### config.mk
export PLATFORM = sky130hd
export DESIGN_NAME = stack_calculator_unit
export DESIGN_NICKNAME = d
export VERILOG_FILES = /design/src/rtl/stk_calc_pkg.sv /design/src/rtl/stk_calc_ram.sv /design/src/rtl/stk_calc_div.sv /design/src/rtl/stack_calculator_unit.sv
export SDC_FILE = /design/constraint.sdc
export NUM_CORES = 2
export LEC_CHECK = 0
export BUFFER_PORTS_ARGS = -buffer_cell sky130_fd_sc_hd__buf_2
export CORE_UTILIZATION = 45
export DETAILED_ROUTE_END_ITERATION = 16
export GPL_ROUTABILITY_DRIVEN = 0
export HOLD_SLACK_MARGIN = 0.1
export SYNTH_ARGS = -nofsm -noshare
export SYNTH_HDL_FRONTEND = slang
export SYNTH_SLANG_ARGS = --single-unit
### constraint.sdc
create_clock -name clock -period 10.45 [get_ports clock]
set_clock_uncertainty 0.05 [all_clocks]
set_input_delay 0.5225 -clock clock [delete_from_list [all_inputs] [get_ports clock]]
set_output_delay 0.5225 -clock clock [all_outputs]
set_load 0.02 [all_outputs]
### src/rtl/stk_calc_pkg.sv
// Shared types, codes and the control store for the stack calculator.
// Used by stk_calc_div and stack_calculator_unit; depends on nothing.

package stk_calc_pkg;

   localparam int DATA_W      = 32;
   localparam int MODE_W      = 3;
   localparam int STATUS_W    = 3;
   localparam int COUNT_OUT_W = 7;

   // operation codes
   localparam logic [MODE_W-1:0] MODE_PUSH = 3'd0;
   localparam logic [MODE_W-1:0] MODE_POP  = 3'd1;
   localparam logic [MODE_W-1:0] MODE_ADD  = 3'd2;
   localparam logic [MODE_W-1:0] MODE_SUB  = 3'd3;
   localparam logic [MODE_W-1:0] MODE_MUL  = 3'd4;
   localparam logic [MODE_W-1:0] MODE_DIV  = 3'd5;

   // status codes
   localparam logic [STATUS_W-1:0] ST_OK      = 3'd0;
   localparam logic [STATUS_W-1:0] ST_EMPTY   = 3'd1;
   localparam logic [STATUS_W-1:0] ST_ONE     = 3'd2;
   localparam logic [STATUS_W-1:0] ST_DIVZERO = 3'd3;
   localparam logic [STATUS_W-1:0] ST_FULL    = 3'd4;

   typedef struct packed {
      logic [MODE_W-1:0]        mode;
      logic signed [DATA_W-1:0] push_value;
   } req_type;

   typedef struct packed {
      logic signed [DATA_W-1:0] popped_value;
      logic [STATUS_W-1:0]      status;
      logic                     stack_empty;
      logic [COUNT_OUT_W-1:0]   entry_count;
   } rsp_type;

   // microprogram step addresses
   typedef logic [2:0] step_type;
   localparam step_type STEP_IDLE = 3'd0;
   localparam step_type STEP_PUSH = 3'd1;
   localparam step_type STEP_POP  = 3'd2;
   localparam step_type STEP_ARB  = 3'd3;
   localparam step_type STEP_ARX  = 3'd4;
   localparam step_type STEP_DIVW = 3'd5;
   localparam step_type STEP_WB   = 3'd6;
   localparam step_type STEP_FIN  = 3'd7;

   // sequencing: plain jump, dispatch on request, arithmetic branch, wait on divider
   typedef enum logic [1:0] {
      SEQ_GOTO  = 2'd0,
      SEQ_MAP   = 2'd1,
      SEQ_ARITH = 2'd2,
      SEQ_WAIT  = 2'd3
   } seq_type;

   typedef enum logic [1:0] {
      CNT_HOLD = 2'd0,
      CNT_INC  = 2'd1,
      CNT_DEC  = 2'd2
   } cnt_op_type;

   localparam logic RD_TOP    = 1'b0;
   localparam logic RD_NEXT   = 1'b1;
   localparam logic WSRC_PUSH = 1'b0;
   localparam logic WSRC_RES  = 1'b1;

   typedef struct packed {
      logic       rd_en;
      logic       rd_sel;
      logic       cap_a;
      logic       ld_res;
      logic       we;
      logic       wsrc;
      cnt_op_type cnt_op;
      logic       pop_out;
      logic       fin;
      seq_type    seq;
      step_type   target;
   } ctrl_type;

   // control store: one word per step
   function automatic ctrl_type ucode(step_type s);
      ctrl_type w;
      w = '0;
      w.cnt_op = CNT_HOLD;
      w.seq    = SEQ_GOTO;
      w.target = STEP_IDLE;
      case (s)
         STEP_IDLE: begin
            w.rd_en  = 1'b1;
            w.rd_sel = RD_TOP;
            w.seq    = SEQ_MAP;
         end
         STEP_PUSH: begin
            w.we     = 1'b1;
            w.wsrc   = WSRC_PUSH;
            w.cnt_op = CNT_INC;
            w.fin    = 1'b1;
         end
         STEP_POP: begin
            w.pop_out = 1'b1;
            w.cnt_op  = CNT_DEC;
            w.fin     = 1'b1;
         end
         STEP_ARB: begin
            w.cap_a  = 1'b1;
            w.rd_en  = 1'b1;
            w.rd_sel = RD_NEXT;
            w.target = STEP_ARX;
         end
         STEP_ARX: begin
            w.ld_res = 1'b1;
            w.seq    = SEQ_ARITH;
            w.target = STEP_WB;
         end
         STEP_DIVW: begin
            w.seq    = SEQ_WAIT;
            w.target = STEP_WB;
         end
         STEP_WB: begin
            w.we     = 1'b1;
            w.wsrc   = WSRC_RES;
            w.cnt_op = CNT_DEC;
            w.fin    = 1'b1;
         end
         STEP_FIN: begin
            w.fin = 1'b1;
         end
         default: begin
            w.target = STEP_IDLE;
         end
      endcase
      return w;
   endfunction

endpackage

### src/rtl/stk_calc_ram.sv
// Generic single-write, single-read RAM with registered read data.
// No dependencies.

module stk_calc_ram #(
   parameter int WIDTH = 32,
   parameter int DEPTH = 64
) (
   input  logic                     clock,
   input  logic                     we,
   input  logic [$clog2(DEPTH)-1:0] waddr,
   input  logic [WIDTH-1:0]         wdata,
   input  logic                     re,
   input  logic [$clog2(DEPTH)-1:0] raddr,
   output logic [WIDTH-1:0]         rdata
);

   logic [WIDTH-1:0] mem_ff [DEPTH];
   logic [WIDTH-1:0] rdata_ff;

   // write port
   always_ff @(posedge clock) begin
      if (we) begin
         mem_ff[waddr] <= wdata;
      end
   end

   // registered read port, hold when not enabled
   always_ff @(posedge clock) begin
      if (re) begin
         rdata_ff <= mem_ff[raddr];
      end
   end

   assign rdata = rdata_ff;

endmodule

### src/rtl/stk_calc_div.sv
// Iterative signed divider, truncating toward zero, one quotient bit a cycle.
// Depends on stk_calc_pkg for the data width.

module stk_calc_div (
   input  logic                             clock,
   input  logic                             reset,
   input  logic                             start,
   input  logic [stk_calc_pkg::DATA_W-1:0]  dividend,
   input  logic [stk_calc_pkg::DATA_W-1:0]  divisor,
   output logic                             busy,
   output logic [stk_calc_pkg::DATA_W-1:0]  quotient
);

   localparam int DW = stk_calc_pkg::DATA_W;
   localparam int SW = $clog2(DW);

   logic          busy_ff;
   logic [SW-1:0] step_ff;
   logic          neg_ff;
   logic [DW-1:0] rem_ff, rem_in;
   logic [DW-1:0] quo_ff, quo_in;
   logic [DW-1:0] dvs_ff;
   logic [DW-1:0] shifted;

   // one restoring step; remainder stays below the divisor magnitude
   always_comb begin
      shifted = {rem_ff[DW-2:0], quo_ff[DW-1]};
      if (shifted >= dvs_ff) begin
         rem_in = shifted - dvs_ff;
         quo_in = {quo_ff[DW-2:0], 1'b1};
      end else begin
         rem_in = shifted;
         quo_in = {quo_ff[DW-2:0], 1'b0};
      end
   end

   // control: run DW steps after start
   always_ff @(posedge clock) begin
      if (reset) begin
         busy_ff <= 1'b0;
         step_ff <= '0;
      end else if (start) begin
         busy_ff <= 1'b1;
         step_ff <= '0;
      end else if (busy_ff) begin
         step_ff <= step_ff + SW'(1);
         if (step_ff == SW'(DW - 1)) begin
            busy_ff <= 1'b0;
         end
      end
   end

   // datapath: load magnitudes, then shift and subtract
   always_ff @(posedge clock) begin
      if (start) begin
         neg_ff <= dividend[DW-1] ^ divisor[DW-1];
         quo_ff <= dividend[DW-1] ? (DW'(0) - dividend) : dividend;
         dvs_ff <= divisor[DW-1] ? (DW'(0) - divisor) : divisor;
         rem_ff <= '0;
      end else if (busy_ff) begin
         quo_ff <= quo_in;
         rem_ff <= rem_in;
      end
   end

   assign busy     = busy_ff;
   assign quotient = neg_ff ? (DW'(0) - quo_ff) : quo_ff;

endmodule

### src/rtl/stack_calculator_unit.sv
// Top level of the RPN stack calculator: microcoded sequencer, stack RAM, ALU.
// Depends on stk_calc_pkg, stk_calc_ram and stk_calc_div.
//
//   port group   | dir | handshake            | beat
//   req_*        | in  | req_valid/req_ready  | stk_calc_pkg::req_type (mode, push_value)
//   rsp_*        | out | rsp_valid/rsp_ready  | stk_calc_pkg::rsp_type (popped, status, count)
//
// Push, pop and operations refused at dispatch go straight to a finishing step; add,
// subtract, multiply and a divide refused for a zero operand pass the two reads of the
// single stack RAM read port first. Divide also waits on the one-bit-per-cycle divider.
// Reset clears the entry count and the sequencer; the stack RAM is not cleared.
// A new beat is taken while the previous result waits; a step that finishes holds
// until the result register is free.

module stack_calculator_unit #(
   parameter int STACK_DEPTH = 64
) (
   input  logic                  clock,
   input  logic                  reset,
   input  logic                  req_valid,
   output logic                  req_ready,
   input  stk_calc_pkg::req_type req_data,
   output logic                  rsp_valid,
   input  logic                  rsp_ready,
   output stk_calc_pkg::rsp_type rsp_data
);

   localparam int DW     = stk_calc_pkg::DATA_W;
   localparam int CW     = $clog2(STACK_DEPTH + 1);
   localparam int AW     = $clog2(STACK_DEPTH);
   localparam int OUT_CW = stk_calc_pkg::COUNT_OUT_W;

   stk_calc_pkg::ctrl_type                    ctrl;
   stk_calc_pkg::step_type                    upc_ff, upc_in;
   logic [CW-1:0]                             count_ff, count_in;
   logic [stk_calc_pkg::MODE_W-1:0]           mode_ff;
   logic [DW-1:0]                             value_ff;
   logic [stk_calc_pkg::STATUS_W-1:0]         status_ff, status_in;
   logic [DW-1:0]                             a_ff;
   logic [DW-1:0]                             res_ff, res_in;
   logic                                      rsp_valid_ff, rsp_valid_in;
   stk_calc_pkg::rsp_type                     rsp_ff, rsp_in;

   logic                                      accept;
   logic                                      adv;
   logic                                      div_go;
   logic                                      div_busy;
   logic [DW-1:0]                             div_quo;
   logic                                      ram_we, ram_re;
   logic [AW-1:0]                             ram_waddr, ram_raddr;
   logic [DW-1:0]                             ram_wdata, ram_rdata;
   stk_calc_pkg::step_type                    map_step;
   logic [stk_calc_pkg::STATUS_W-1:0]         map_status;

   assign ctrl      = stk_calc_pkg::ucode(upc_ff);
   assign req_ready = (upc_ff == stk_calc_pkg::STEP_IDLE);
   assign accept    = req_valid && req_ready;
   // a finishing step advances only when the result register can take the beat
   assign adv       = !ctrl.fin || !rsp_valid_ff || rsp_ready;

   // dispatch: pick the entry step and any refusal from the request and count
   always_comb begin
      map_status = stk_calc_pkg::ST_OK;
      map_step   = stk_calc_pkg::STEP_FIN;
      case (req_data.mode)
         stk_calc_pkg::MODE_PUSH: begin
            if (count_ff == CW'(STACK_DEPTH)) begin
               map_status = stk_calc_pkg::ST_FULL;
            end else begin
               map_step = stk_calc_pkg::STEP_PUSH;
            end
         end
         stk_calc_pkg::MODE_POP: begin
            if (count_ff == '0) begin
               map_status = stk_calc_pkg::ST_EMPTY;
            end else begin
               map_step = stk_calc_pkg::STEP_POP;
            end
         end
         stk_calc_pkg::MODE_ADD, stk_calc_pkg::MODE_SUB,
         stk_calc_pkg::MODE_MUL, stk_calc_pkg::MODE_DIV: begin
            if (count_ff == '0) begin
               map_status = stk_calc_pkg::ST_EMPTY;
            end else if (count_ff == CW'(1)) begin
               map_status = stk_calc_pkg::ST_ONE;
            end else begin
               map_step = stk_calc_pkg::STEP_ARB;
            end
         end
         default: begin
            map_status = stk_calc_pkg::ST_OK;
         end
      endcase
   end

   // sequencer: next step, status and divider start
   always_comb begin
      upc_in    = upc_ff;
      status_in = status_ff;
      div_go    = 1'b0;
      case (ctrl.seq)
         stk_calc_pkg::SEQ_MAP: begin
            if (accept) begin
               upc_in    = map_step;
               status_in = map_status;
            end
         end
         stk_calc_pkg::SEQ_ARITH: begin
            if (mode_ff == stk_calc_pkg::MODE_DIV) begin
               if (a_ff == '0 || ram_rdata == '0) begin
                  status_in = stk_calc_pkg::ST_DIVZERO;
                  upc_in    = stk_calc_pkg::STEP_FIN;
               end else begin
                  div_go = 1'b1;
                  upc_in = stk_calc_pkg::STEP_DIVW;
               end
            end else begin
               upc_in = ctrl.target;
            end
         end
         stk_calc_pkg::SEQ_WAIT: begin
            if (!div_busy) begin
               upc_in = ctrl.target;
            end
         end
         stk_calc_pkg::SEQ_GOTO: begin
            if (adv) begin
               upc_in = ctrl.target;
            end
         end
         default: begin
            upc_in = stk_calc_pkg::STEP_IDLE;
         end
      endcase
   end

   // entry count update
   always_comb begin
      count_in = count_ff;
      if (adv) begin
         case (ctrl.cnt_op)
            stk_calc_pkg::CNT_INC:  count_in = count_ff + CW'(1);
            stk_calc_pkg::CNT_DEC:  count_in = count_ff - CW'(1);
            default:                count_in = count_ff;
         endcase
      end
   end

   // ALU: a is the top entry (a_ff), b arrives from the RAM read
   always_comb begin
      case (mode_ff)
         stk_calc_pkg::MODE_ADD: res_in = a_ff + ram_rdata;
         stk_calc_pkg::MODE_SUB: res_in = a_ff - ram_rdata;
         stk_calc_pkg::MODE_MUL: res_in = a_ff * ram_rdata;
         default:                res_in = '0;
      endcase
   end

   // stack RAM addressing
   assign ram_re    = ctrl.rd_en;
   assign ram_raddr = (ctrl.rd_sel == stk_calc_pkg::RD_NEXT) ? AW'(count_ff - CW'(2))
                                                             : AW'(count_ff - CW'(1));
   assign ram_we    = ctrl.we && adv;
   assign ram_waddr = (ctrl.wsrc == stk_calc_pkg::WSRC_PUSH) ? AW'(count_ff)
                                                             : AW'(count_ff - CW'(2));
   always_comb begin
      if (ctrl.wsrc == stk_calc_pkg::WSRC_PUSH) begin
         ram_wdata = value_ff;
      end else if (mode_ff == stk_calc_pkg::MODE_DIV) begin
         ram_wdata = div_quo;
      end else begin
         ram_wdata = res_ff;
      end
   end

   // result beat and its valid
   always_comb begin
      rsp_in.popped_value = ctrl.pop_out ? ram_rdata : '0;
      rsp_in.status       = status_ff;
      rsp_in.stack_empty  = (count_in == '0);
      rsp_in.entry_count  = OUT_CW'(count_in);
      if (ctrl.fin && adv) begin
         rsp_valid_in = 1'b1;
      end else if (rsp_ready) begin
         rsp_valid_in = 1'b0;
      end else begin
         rsp_valid_in = rsp_valid_ff;
      end
   end

   // control registers
   always_ff @(posedge clock) begin
      if (reset) begin
         upc_ff       <= stk_calc_pkg::STEP_IDLE;
         count_ff     <= '0;
         rsp_valid_ff <= 1'b0;
      end else begin
         upc_ff       <= upc_in;
         count_ff     <= count_in;
         rsp_valid_ff <= rsp_valid_in;
      end
   end

   // payload registers
   always_ff @(posedge clock) begin
      status_ff <= status_in;
      if (accept) begin
         mode_ff  <= req_data.mode;
         value_ff <= req_data.push_value;
      end
      if (ctrl.cap_a) begin
         a_ff <= ram_rdata;
      end
      if (ctrl.ld_res) begin
         res_ff <= res_in;
      end
      if (ctrl.fin && adv) begin
         rsp_ff <= rsp_in;
      end
   end

   assign rsp_valid = rsp_valid_ff;
   assign rsp_data  = rsp_ff;

   stk_calc_ram #(
      .WIDTH (DW),
      .DEPTH (STACK_DEPTH)
   ) u_store (
      .clock (clock),
      .we    (ram_we),
      .waddr (ram_waddr),
      .wdata (ram_wdata),
      .re    (ram_re),
      .raddr (ram_raddr),
      .rdata (ram_rdata)
   );

   stk_calc_div u_div (
      .clock    (clock),
      .reset    (reset),
      .start    (div_go),
      .dividend (a_ff),
      .divisor  (ram_rdata),
      .busy     (div_busy),
      .quotient (div_quo)
   );

   // count never passes the stack depth
   a_count_bound: assert property (@(posedge clock) disable iff (reset)
      count_ff <= CW'(STACK_DEPTH))
      else $error("entry count above stack depth");

   // no new beat is taken while a divide is running
   a_idle_div: assert property (@(posedge clock) disable iff (reset)
      req_ready |-> !div_busy)
      else $error("request taken during divide");

   // count moves only from a push, pop or write-back step
   a_count_src: assert property (@(posedge clock) disable iff (reset)
      (count_ff != $past(count_ff)) |->
         ($past(upc_ff) == stk_calc_pkg::STEP_PUSH ||
          $past(upc_ff) == stk_calc_pkg::STEP_POP ||
          $past(upc_ff) == stk_calc_pkg::STEP_WB))
      else $error("entry count changed outside a stack step");

   // a refused divide never starts the divider
   a_div_refused: assert property (@(posedge clock) disable iff (reset)
      div_go |-> (a_ff != '0 && ram_rdata != '0))
      else $error("divider started with a zero operand");

endmodule
### Word-level counts from Yosys, hierarchy flattened

Memories as Yosys holds them, arrays and structs flattened. A register that Yosys moved wholly into a read port is not among the register bits.
Index checks and enable logic that the tools add are counted.

* memories kept: 1
* logic and storage cells: 140
* RAM bits: 2048
* output and inout port bits: 45
* bits of input ports: 39
* flip-flop bits (word level): 258

Memory list
* u_store.mem_ff: depth 64, bits a word 32, rd ports 1, clocked after Yosys merged registers in 1, write ports 1, RTL line stk_calc_ram.sv:17 `logic [WIDTH-1:0] mem_ff [DEPTH];`

* equal/unequal tests: 29
* reduce and logical (&&, ||, !) cells: 25
* add/subtract/negate cells: 10
* bitwise gates (word level): 1
* muxes and demuxes: 53
* order comparisons: 1
* multipliers: 1

Operators by type and width (number)
* $mux W32: 6
* $pmux W32 S3: 1
* $sub A1 B32 Y32 const A: 3
* $logic_not A32 Y1: 2
* $mux W31: 2
* $mux W3: 12
* $add A32 B32 Y32: 1
* $ge A32 B32 Y1: 1
* $mul A32 B32 Y32: 1
* $sub A32 B32 Y32: 1
* $sub A31 B31 Y31: 1
* $eq A3 B3 Y1 const B: 8
* $eq A3 B2 Y1 const B: 6
* $pmux W3 S3: 2
* $mux W1: 16
* $logic_not A7 Y1: 2
* $pmux W7 S2: 1
* $mux W6: 2
* $pmux W2 S2: 3
* $pmux W3 S2: 2
* $pmux W3 S4: 1
* $ne A2 B2 Y1 const B: 5
* $reduce_or A4 Y1: 2
* $add A7 B1 Y7 const B: 1
* 22 further kinds: 38

### Longest topological paths before layout

* depth after elaboration: 9
* mapped depth: 27
* gate-level depth less buffers: 25

### Modules after synthesis

From an unflattened synthesis, not the netlist that was laid out.

* cells, all modules: 6847
* area, all modules: 111445.6 µm²

Modules (own cells, without submodules)
* stk_calc_ram: instances 1, area an instance 78835.6 µm², sequential area each 62459.9 µm², cells an instance 3324
* stack_calculator_unit: instances 1, area an instance 24967.7 µm², sequential area each 4574.4 µm², cells an instance 2639
* stk_calc_div: instances 1, area an instance 7642.3 µm², sequential area each 2692.6 µm², cells an instance 884

### Worst setup path before layout

OpenSTA, ideal clock, no wires.

* kind: register to register
* start: reg u_store.rdata_ff[6] (netlist: u_store.rdata[6]) (read register of u_store.mem_ff)
* end: reg res_ff[29], data pin
* cell stages (with the launch flop): 26
* setup time: 0.261 ns
* data arrival time: 7.049 ns
* clock period less this slack: 7.361 ns
* path slack: 3.089 ns
* data required time: 10.139 ns
* path buffers: 2
* cells stage by stage: edfxtp_1 -> clkbuf_1 -> clkbuf_1 -> and2_1 -> fa_1 -> fa_1 -> fa_1 -> inv_1 -> fa_1 -> inv_1 -> fa_1 -> inv_1 -> fa_1 -> inv_1 -> fa_1 -> fa_1 -> ha_1 -> and3_1 -> nand2b_1 -> or4_1 -> a211oi_1 -> nor3_1 -> o31ai_1 -> xor2_1 -> a22oi_1 -> nand3_1

* word-level cells in the longest chain between the ends: 2
* elaborated cells between the ends (all ways): 4
* those cells by class: add/sub: 2; mul: 1; mux: 1

RTL lines
* start: declaration: RTL line stk_calc_ram.sv:18 `logic [WIDTH-1:0] rdata_ff;`
* $mul A32 B32 Y32, or another cell as far along: RTL line stack_calculator_unit.sv:154 `stk_calc_pkg::MODE_MUL: res_in = a_ff * ram_rdata;`
* $pmux W32 S3 *: RTL line stack_calculator_unit.sv:151 `case (mode_ff)`
* net res_in[29]: RTL line stack_calculator_unit.sv:40 `logic [DW-1:0] res_ff, res_in;`
* end signal: assignment: RTL line stack_calculator_unit.sv:215 `res_ff <= res_in;`
* end: declaration: RTL line stack_calculator_unit.sv:40

The timed path passes the listed nets; every way through them passes the cells marked *.
A chain may end at the register's enable or synchronous reset.

### Worst setup path after layout

* start: reg u_store.rdata_ff[2] (netlist: u_store.rdata[2]) (read register of u_store.mem_ff)
* end: reg res_ff[31], data pin

The elaborated chain is that of the path after synthesis.

==> flow_summary.yaml <==
worst_setup_path:
  worstPathArrival_ns: 9.14
  cp-start-kind: "flip-flop"
  regToRegStartpoint: "u_store.rdata[2]"
  path_max_fanout: 29
  reg2reg_slack_ns: 1.79
  path_class: "flip-flop to flip-flop"
  r2r-end: "res_ff[31]"
  crit_path_end_kind: "flip-flop"
  required_ns: 10.92
  reg2reg_depth: 22
clocking:
  hold_buffers: 36
  clock_latency_ns: 0.89
  clk_pin_slew_ns: 0.06
  ctsLongestPathBuffers: 3
  htreeDepth: 4
  numCtsBuffers: 238
  clock_sinks: 2338
  cts_resized: 0
  cts_setup_buffers: 0
  cts_tree: "done"
  cts_root_buf: "clkbuf_16"
logic_synthesis:
  syn_area_per_cell_um2: 16.2
  ys_seq_area_share_pct: 62.4
  syn_nets: 7548
  synth_seq_cells: 2338
  syn_area_mm2: 0.112
  yosysWarnings: 0
  synthFlopType: "edfxtp_1"
  synthArstFlopShare_pct: 0
  synthCells: 6901
  synth.distinct_cells: 77
  synth_edf_count: 2290
finish:
  area_growth_pct: 12.3
  layout-drive-gt1-share_pct: 18.0
  nets: 7713
route:
  drtIter0Drc: 6264
  ant_nets: 0
  vias_per_cell: 5.87
  via_count: 62084
  drt_pre_antenna_iters: 8
  drc: 0
  detail_route.wl_per_cell_um: 28.8
  wirelength_um: 305000
global_route:
  grt_pass1_vias: 62405
  grt_overflow_total: 0
  track_usage_pct: 24.5
  grt_pass1_wl_um: 441000
  antenna_found_initial: 19
  grt_max_degree: 114
status:
  status: "finished clean"
min_path:
  hp-class: "input port to flip-flop"
  whs_path_depth: 3
  hold_start: "rsp_ready"
  hold_path_end: "rsp_valid"
timing:
  slew_headroom_pct: 14.3
  max_clock_freq_mhz: 115
  drv_slew: 0
  setup_violations: 0
  worst_slew_pin_slew_ns: 1.29
  finalCriticalPeriod_ns: 8.66
  fin_crit_sh_pct: 82.9
  fin_setup_tns_ns: 0
  rsz0062_at_grt: "false"
  finalHoldViolCount: 0
floorplan:
  dieArea_mm2: 0.250
  coreArea_mm2: 0.246
  placementRows: 182
  die-height_um: 500
  io_pins: 84
  initial_core_util_pct: 45.3
  die_w_um: 500
place:
  detailed_place_hpwl_um: 185000
  port_buffers: 83
job:
  max_cap_viol_count: 0
-- worst max-delay path by stage --
stage                     depth (start not counted)             start    endpoint
final                                            22  u_store.rdata[2]  res_ff[31]
after CTS                                        22  u_store.rdata[2]  res_ff[31]
after global routing                             22  u_store.rdata[2]  res_ff[29]
after global placement                           22  u_store.rdata[2]  res_ff[31]
after floorplan                                  25  u_store.rdata[6]  res_ff[29]
after detailed placement                         22  u_store.rdata[2]  res_ff[31]
-- cells in the final DEF, fill, tap and decap left out, drive strengths merged, types with 36 or more instances in the layout --
master,netlist,routed
clkinv,0,99
and2,341,341
a211oi,150,150
o21ai,178,178
nand2,471,471
clkbuf,277,293
nand2b,46,46
nor2,163,163
dlygate4sd3,0,36
fa,410,410
nand3,41,41
edfxtp,2290,2290
mux4,544,544
ha,198,198
dfxtp,48,48
a21oi,230,230
nor2b,150,150
xor2,116,116
inv,450,457
nor3,47,47
mux2i,157,157
xnor2,142,142
buf,121,287
-- cell families after synthesis --
kind of cell	share of synthesized area (%)
AOI/OAI and AO/OA	4.36
xor gates and xnor gates	2.04
adders and majority gates	9.57
buffers and inverters	2.97
DFF	62.4
muxes	12.4
and+or+nand+nor	6.26
-- sequential cells by signal, summed over array words and instances, names as in the netlist, 5 cells and up --
register and flops:
u_store.mem_ff 2048, u_div.step_ff 5, u_div.dvs_ff 32, a_ff 32, u_div.rem_ff 31, rsp_data 43, res_ff 32, u_store.rdata 32
count_ff 7, value_ff 32, u_div.quo_ff 32
-- metrics by stage --
stage | util [%] | cell area, um2 | cells | hold slack, ns | worst slack (ns)
after global routing | 50.9 | 125000 | 10575 | 0.138 | 1.44
after CTS | 50.9 | 125000 | 10574 | 0.110 | 1.93
after detailed placement | 47.6 | 117000 | 10102 | 0.362 | 2.02
after global placement | 47.6 | 117000 | 10102 | 0.371 | 2.19
final | 50.9 | 125000 | 10579 | 0.172 | 1.79
after floorplan | - | 112000 | 6901 | 0.350 | 3.09
-- final cells by class --
class	count	area, um2
inverters	450	1690
clock buffers	293	6210
flip-flops and latches	2338	69700
repair buffers	323	2460
diodes	5	12.5
clock inverters	143	1600
well taps	3312	4140
multi-input cells	3715	39600
fillers	20252	121000
-- layer usage --
metal | vias to the layer above | GRT usage [%] | wire [um]
met4 | 4 | 7.82 | 10300
met1 | 32944 | 34.2 | 126000
li1 | 26197 | - | -
met5 | - | 0 | 27
met2 | 2456 | 40.1 | 149000
met3 | 483 | 2.90 | 19900
-- worst max-delay path: stages, from the launching register on --
cell	delay, ns
edfxtp_1	1.18
buf_4	0.35
and2_1	0.18
fa_1	0.40
inv_1	0.08
fa_1	0.42
fa_1	0.49
fa_1	0.55
inv_1	0.05
fa_1	0.48
fa_1	0.45
fa_1	0.54
fa_1	0.44
ha_1	0.39
nand4_1	0.18
nand2b_1	0.21
or4_1	0.41
a211oi_1	0.41
nor3_1	0.25
o31ai_1	0.29
a21oi_1	0.11
xnor2_1	0.22
o32ai_2	0.12
-- synth_stat cells, types with 41 or more instances --
cell type	number	area (um2)
fa_1	410	8210
nor2_1	162	608
nor3_1	47	235
o21ai_0	176	881
xnor2_1	141	1230
and2_1	341	2130
a211oi_1	150	1130
mux4_2	544	12300
inv_1	449	1690
nand2_1	471	1770
a21oi_1	229	1150
buf_2	91	455
edfxtp_1	2290	68800
nand3_1	41	205
clkbuf_1	277	1040
ha_1	198	2480
xor2_1	116	1020
dfxtp_1	48	961
nor2b_1	150	938
mux2i_1	157	1570
nand2b_1	46	288
Power is left out: the tool's default activity adds up to more than one toggle a clock period on the data nets, which glitch-free logic cannot reach.
